### config.mk
export PLATFORM = sky130hd
export DESIGN_NAME = mavg_div
export DESIGN_NICKNAME = d
export VERILOG_FILES = /design/src/mavg_pkg.sv /design/src/mavg_div.sv
export SDC_FILE = /design/constraint.sdc
export NUM_CORES = 1
export LEC_CHECK = 0
export BUFFER_PORTS_ARGS = -buffer_cell sky130_fd_sc_hd__buf_2
export CAP_MARGIN = 25
export CORE_MARGIN = 2
export CORE_UTILIZATION = 60
export CTS_CLUSTER_DIAMETER = 40
export DETAILED_ROUTE_END_ITERATION = 10
export PLACE_DENSITY = 0.79
export SYNTH_ARGS = -nofsm -noshare
export SYNTH_HDL_FRONTEND = slang
export SYNTH_SLANG_ARGS = --single-unit
### constraint.sdc
create_clock -name clk -period 20.7 [get_ports clk]
set_clock_uncertainty 0.1 [all_clocks]
set_input_delay 0 -clock clk [delete_from_list [all_inputs] [get_ports clk]]
set_output_delay 0 -clock clk [all_outputs]
set_load 0.02 [all_outputs]
### src/mavg_pkg.sv
// ----------------------------------------------------------------------------
// mavg_pkg
// Shared types and constants for the moving-average window filter.
// ----------------------------------------------------------------------------
package mavg_pkg;

  // Window-size register
  localparam int CFG_W = 9;
  localparam logic [CFG_W-1:0] CFG_RESET = 9'd16;

  // Quotient bits resolved per divider cycle
  localparam int DIV_DIGITS = 4;

  // Control sequencer states
  typedef enum logic [1:0] {
    ST_IDLE,
    ST_UPDATE,
    ST_DIVIDE
  } mavg_state_t;

endpackage

### src/mavg_div.sv
// ----------------------------------------------------------------------------
// mavg_div
// Iterative signed-by-unsigned divider, truncating toward zero. Restoring
// division on the magnitude, DIV_DIGITS quotient bits per cycle.
// ----------------------------------------------------------------------------
module mavg_div #(
  parameter int SUM_W = 32,
  parameter int DEN_W = 9,
  parameter int QUO_W = 24
) (
  input  logic                    clk,
  input  logic                    rst,
  input  logic                    start,
  input  logic signed [SUM_W-1:0] dividend,
  input  logic [DEN_W-1:0]        divisor,
  output logic                    done,
  output logic signed [QUO_W-1:0] quotient
);
  import mavg_pkg::*;

  localparam int ITER  = (SUM_W + DIV_DIGITS - 1) / DIV_DIGITS;
  localparam int DIV_W = ITER * DIV_DIGITS;
  localparam int CNT_W = $clog2(ITER + 1);

  logic [DIV_W-1:0] dvd;
  logic [DEN_W-1:0] rem;
  logic [DEN_W-1:0] den;
  logic             neg;
  logic             busy;
  logic [CNT_W-1:0] cnt;

  logic [SUM_W-1:0] mag;
  logic [DIV_W-1:0] dvd_next;
  logic [DEN_W-1:0] rem_next;
  logic [DEN_W:0]   trial;
  logic [QUO_W-1:0] q_mag;

  // magnitude of the dividend
  assign mag = dividend[SUM_W-1] ? (~dividend + 1'b1) : dividend;

  // one iteration of restoring division (DIV_DIGITS quotient bits)
  always_comb begin
    dvd_next = dvd;
    rem_next = rem;
    trial    = '0;
    for (int i = 0; i < DIV_DIGITS; i++) begin
      trial    = {rem_next, dvd_next[DIV_W-1]};
      dvd_next = {dvd_next[DIV_W-2:0], 1'b0};
      if (trial >= {1'b0, den}) begin
        trial       = trial - {1'b0, den};
        dvd_next[0] = 1'b1;
      end
      rem_next = trial[DEN_W-1:0];
    end
  end

  // iteration control
  always_ff @(posedge clk) begin
    if (rst) begin
      busy <= 1'b0;
      done <= 1'b0;
      cnt  <= '0;
    end else if (start) begin
      busy <= 1'b1;
      done <= 1'b0;
      cnt  <= '0;
    end else if (busy) begin
      cnt <= cnt + 1'b1;
      if (cnt == CNT_W'(ITER - 1)) begin
        busy <= 1'b0;
        done <= 1'b1;
      end
    end
  end

  // datapath
  always_ff @(posedge clk) begin
    if (start) begin
      dvd <= DIV_W'(mag);
      rem <= '0;
      den <= divisor;
      neg <= dividend[SUM_W-1];
    end else if (busy) begin
      dvd <= dvd_next;
      rem <= rem_next;
    end
  end

  // quotient held in dvd once done; restore the sign
  assign q_mag    = dvd[QUO_W-1:0];
  assign quotient = neg ? $signed(~q_mag + 1'b1) : $signed(q_mag);

endmodule

==> results.json <==
{
  "status": "finished, final reports clean",
  "syn_nets": 670,
  "drv_cap": 0,
  "gr-total-overflow": 0,
  "syn_area_um2": 5170,
  "wl_per_cell_um": 17.6,
  "endpoint_kind": "flip-flop",
  "grt_first_pass_wirelength_um": 22600,
  "worst_path_max_delay_cell": "a211oi_2",
  "start_kind": "flip-flop",
  "fin_crit_sh": 0.455,
  "syn_to_final_growth_pct": 15.9,
  "cts_tree": "built",
  "synth_area_leader_cell": "edfxtp_1",
  "tightest_slew_ns": 0.905,
  "clockRootBuffer": "clkbuf_8",
  "grt_pass1_vias": 4662,
  "synth_most_common_cell": "nor2_1",
  "arrival_ns": 9.57,
  "cts_htree_levels": 3,
  "num_antenna_cells": 0,
  "rsz0062_at_grt": "no",
  "synthArstFlopShare": 0,
  "ys_warn_count": 0,
  "cp.required_ns": 20.86,
  "track_usage": 0.296,
  "io_buffers": 68,
  "hpwlAfterDp_um": 10100,
  "final-hold-violation-count": 0,
  "path_max_fanout": 15,
  "yosysUniqueCellTypes": 56,
  "wirelength_um": 13700,
  "fp.dieH_um": 96.9,
  "route.detailed.drc": 0,
  "drtPass1Iterations": 5,
  "drtIter0Drc": 370,
  "postSynthAreaPerCell_um2": 8.87,
  "maxSlewViolCount": 0,
  "yosys_most_used_dff": "edfxtp_1",
  "hold_class": "primary input to flip-flop",
  "ant_nets": 0,
  "antenna_found_initial": 0,
  "drive_gt1_frac": 0.164,
  "viasPerCell": 6.11,
  "clock_sinks": 57,
  "synth_top_area_frac": 0.244,
  "core_region_area_um2": 8300,
  "initial_core_util": 0.623,
  "vias": 4738,
  "io_pins": 69,
  "maxSlewHeadroom": 0.397,
  "synth_seq_cells": 57,
  "syn_inst": 583,
  "finalSetupTns_ns": 0,
  "row_count": 33,
  "max_freq_ghz": 0.106,
  "synth_area_leaders": "edfxtp_1 (24%), ha_1 (9.4%), xor2_1 (6.6%)",
  "setup_viol_count_final": 0,
  "synth-seq-area-share": 0.302,
  "clock_path_buffers": 2,
  "fill_cells": 643,
  "path_clk_slew_ns": 0.07,
  "clk_latency_ns": 0.34,
  "die_area_um2": 9380,
  "critPathKind": "flip-flop to flip-flop",
  "fin_crit_ns": 9.41,
  "crit_path_max_incr_delay_ns": 0.76,
  "cts_buffers": 9,
  "grt_max_degree": 89,
  "synth-edff-count": 42,
  "globalplace.congestion": 0.994,
  "synthTopCellsByCount": "nor2_1 (59), a21oi_1 (55), edfxtp_1 (42), ha_1 (39), xor2_1 (39)",
  "die_w_um": 96.9,
  "nets": 752
}
-- critical path, delay by kind of cell (launching register included) --
family,cells,cell delay [ns]
AO/OA/AOI/OAI,16,4.35
adder cells (fa/ha/maj),4,1.86
AND/OR/NAND/NOR,7,1.40
multiplexers,2,0.61
buffers and inverters,3,0.55
flip-flops,1,0.44
-- area by class of cell --
type                    count  area [um^2]  area share
multi-input cells         472         3400       0.567
flip-flops and latches     57         1560       0.260
repair buffers             95          606       0.101
clock buffers              11          131      0.0219
well taps                 105          131      0.0219
inverters                  30          113      0.0188
clock inverters             5         56.3     0.00939
-- repair_timing --
action	in CTS	in global routing
resized for setup	0	0
buffers inserted	0	0
endpoints found under the hold margin	30	0
hold buffers	25	0
-- registers in the layout, indices dropped and copies added, names as in the netlist --
name	cells
den	9
busy	1
cnt	4
done	1
neg	1
dvd	32
rem	9
-- metrics by stage --
stage | hold WS, ns | util | setup WS, ns | instances | area, um^2
2_1_floorplan | -0.0276 | - | 12.69 | 583 | 5170
3_3_place_gp | 0.0768 | 0.669 | 11.55 | 733 | 5550
3_5_place_dp | 0.0783 | 0.669 | 11.27 | 733 | 5550
4_1_cts | 0.000631 | 0.722 | 11.19 | 774 | 5990
5_1_grt | 0.0353 | 0.722 | 10.49 | 775 | 6000
6_report | 0.00566 | 0.722 | 11.29 | 775 | 6000
-- worst paths after layout --
| path | from | endpoint | slack (ns) | depth (start not counted) |
|---|---|---|---|---|
| worst max-delay path | den[1]$_DFFE_PP_ | rem[0]$_SDFFE_PP0P_ | 11.29 | 32 |
| worst min-delay path | dividend[27] | dvd[27]$_DFFE_PP_ | 0.006 | 3 |
| worst max register to register | den[1]$_DFFE_PP_ | rem[0]$_SDFFE_PP0P_ | 11.29 | 32 |
| worst min register to register | rem[1]$_SDFFE_PP0P_ | rem[1]$_SDFFE_PP0P_ | 0.40 | 2 |
-- per-layer routing --
layer  wire length (um)  track usage
met1               6140        0.410
met2               6280        0.459
met3                761       0.0434
met4                486        0.134
met5                  0            0
-- placed cells by master, fill, tap and decap left out, types with 3 or more instances in the layout --
cell	count
nor2_1	59
nand4_1	8
or3_1	8
o21ai_0	31
dfxtp_1	15
nand3_1	4
edfxtp_1	42
a21oi_1	55
xor2_1	39
o41ai_1	7
a21o_1	9
o31ai_1	16
inv_1	30
mux2i_1	13
dlygate4sd3_1	25
fa_1	4
o22ai_1	3
or4_4	3
a211oi_1	13
nand3b_1	3
xnor2_1	36
nand2_1	25
or2_2	4
mux2_2	12
nor2b_1	7
o21a_1	5
buf_2	68
o211ai_1	6
nand2b_1	13
clkbuf_8	9
a21boi_0	3
or4_1	9
ha_1	39
nor3_1	11
-- cell families (layout without fill, tap and decap cells) --
kind of cell               count (synthesis)  in the layout  synth area share
AOI/OAI and AO/OA                        167            167             0.209
xor gates and xnor gates                  75             75             0.127
adders and majority gates                 43             43             0.110
buffers and inverters                     54            141            0.0414
DFF                                       57             57             0.302
muxes                                     25             25            0.0513
and+or+nand+nor                          162            162             0.160
Power is not shown: default switching activity piles up to over one toggle a cycle in this logic, so the estimate is an artifact.
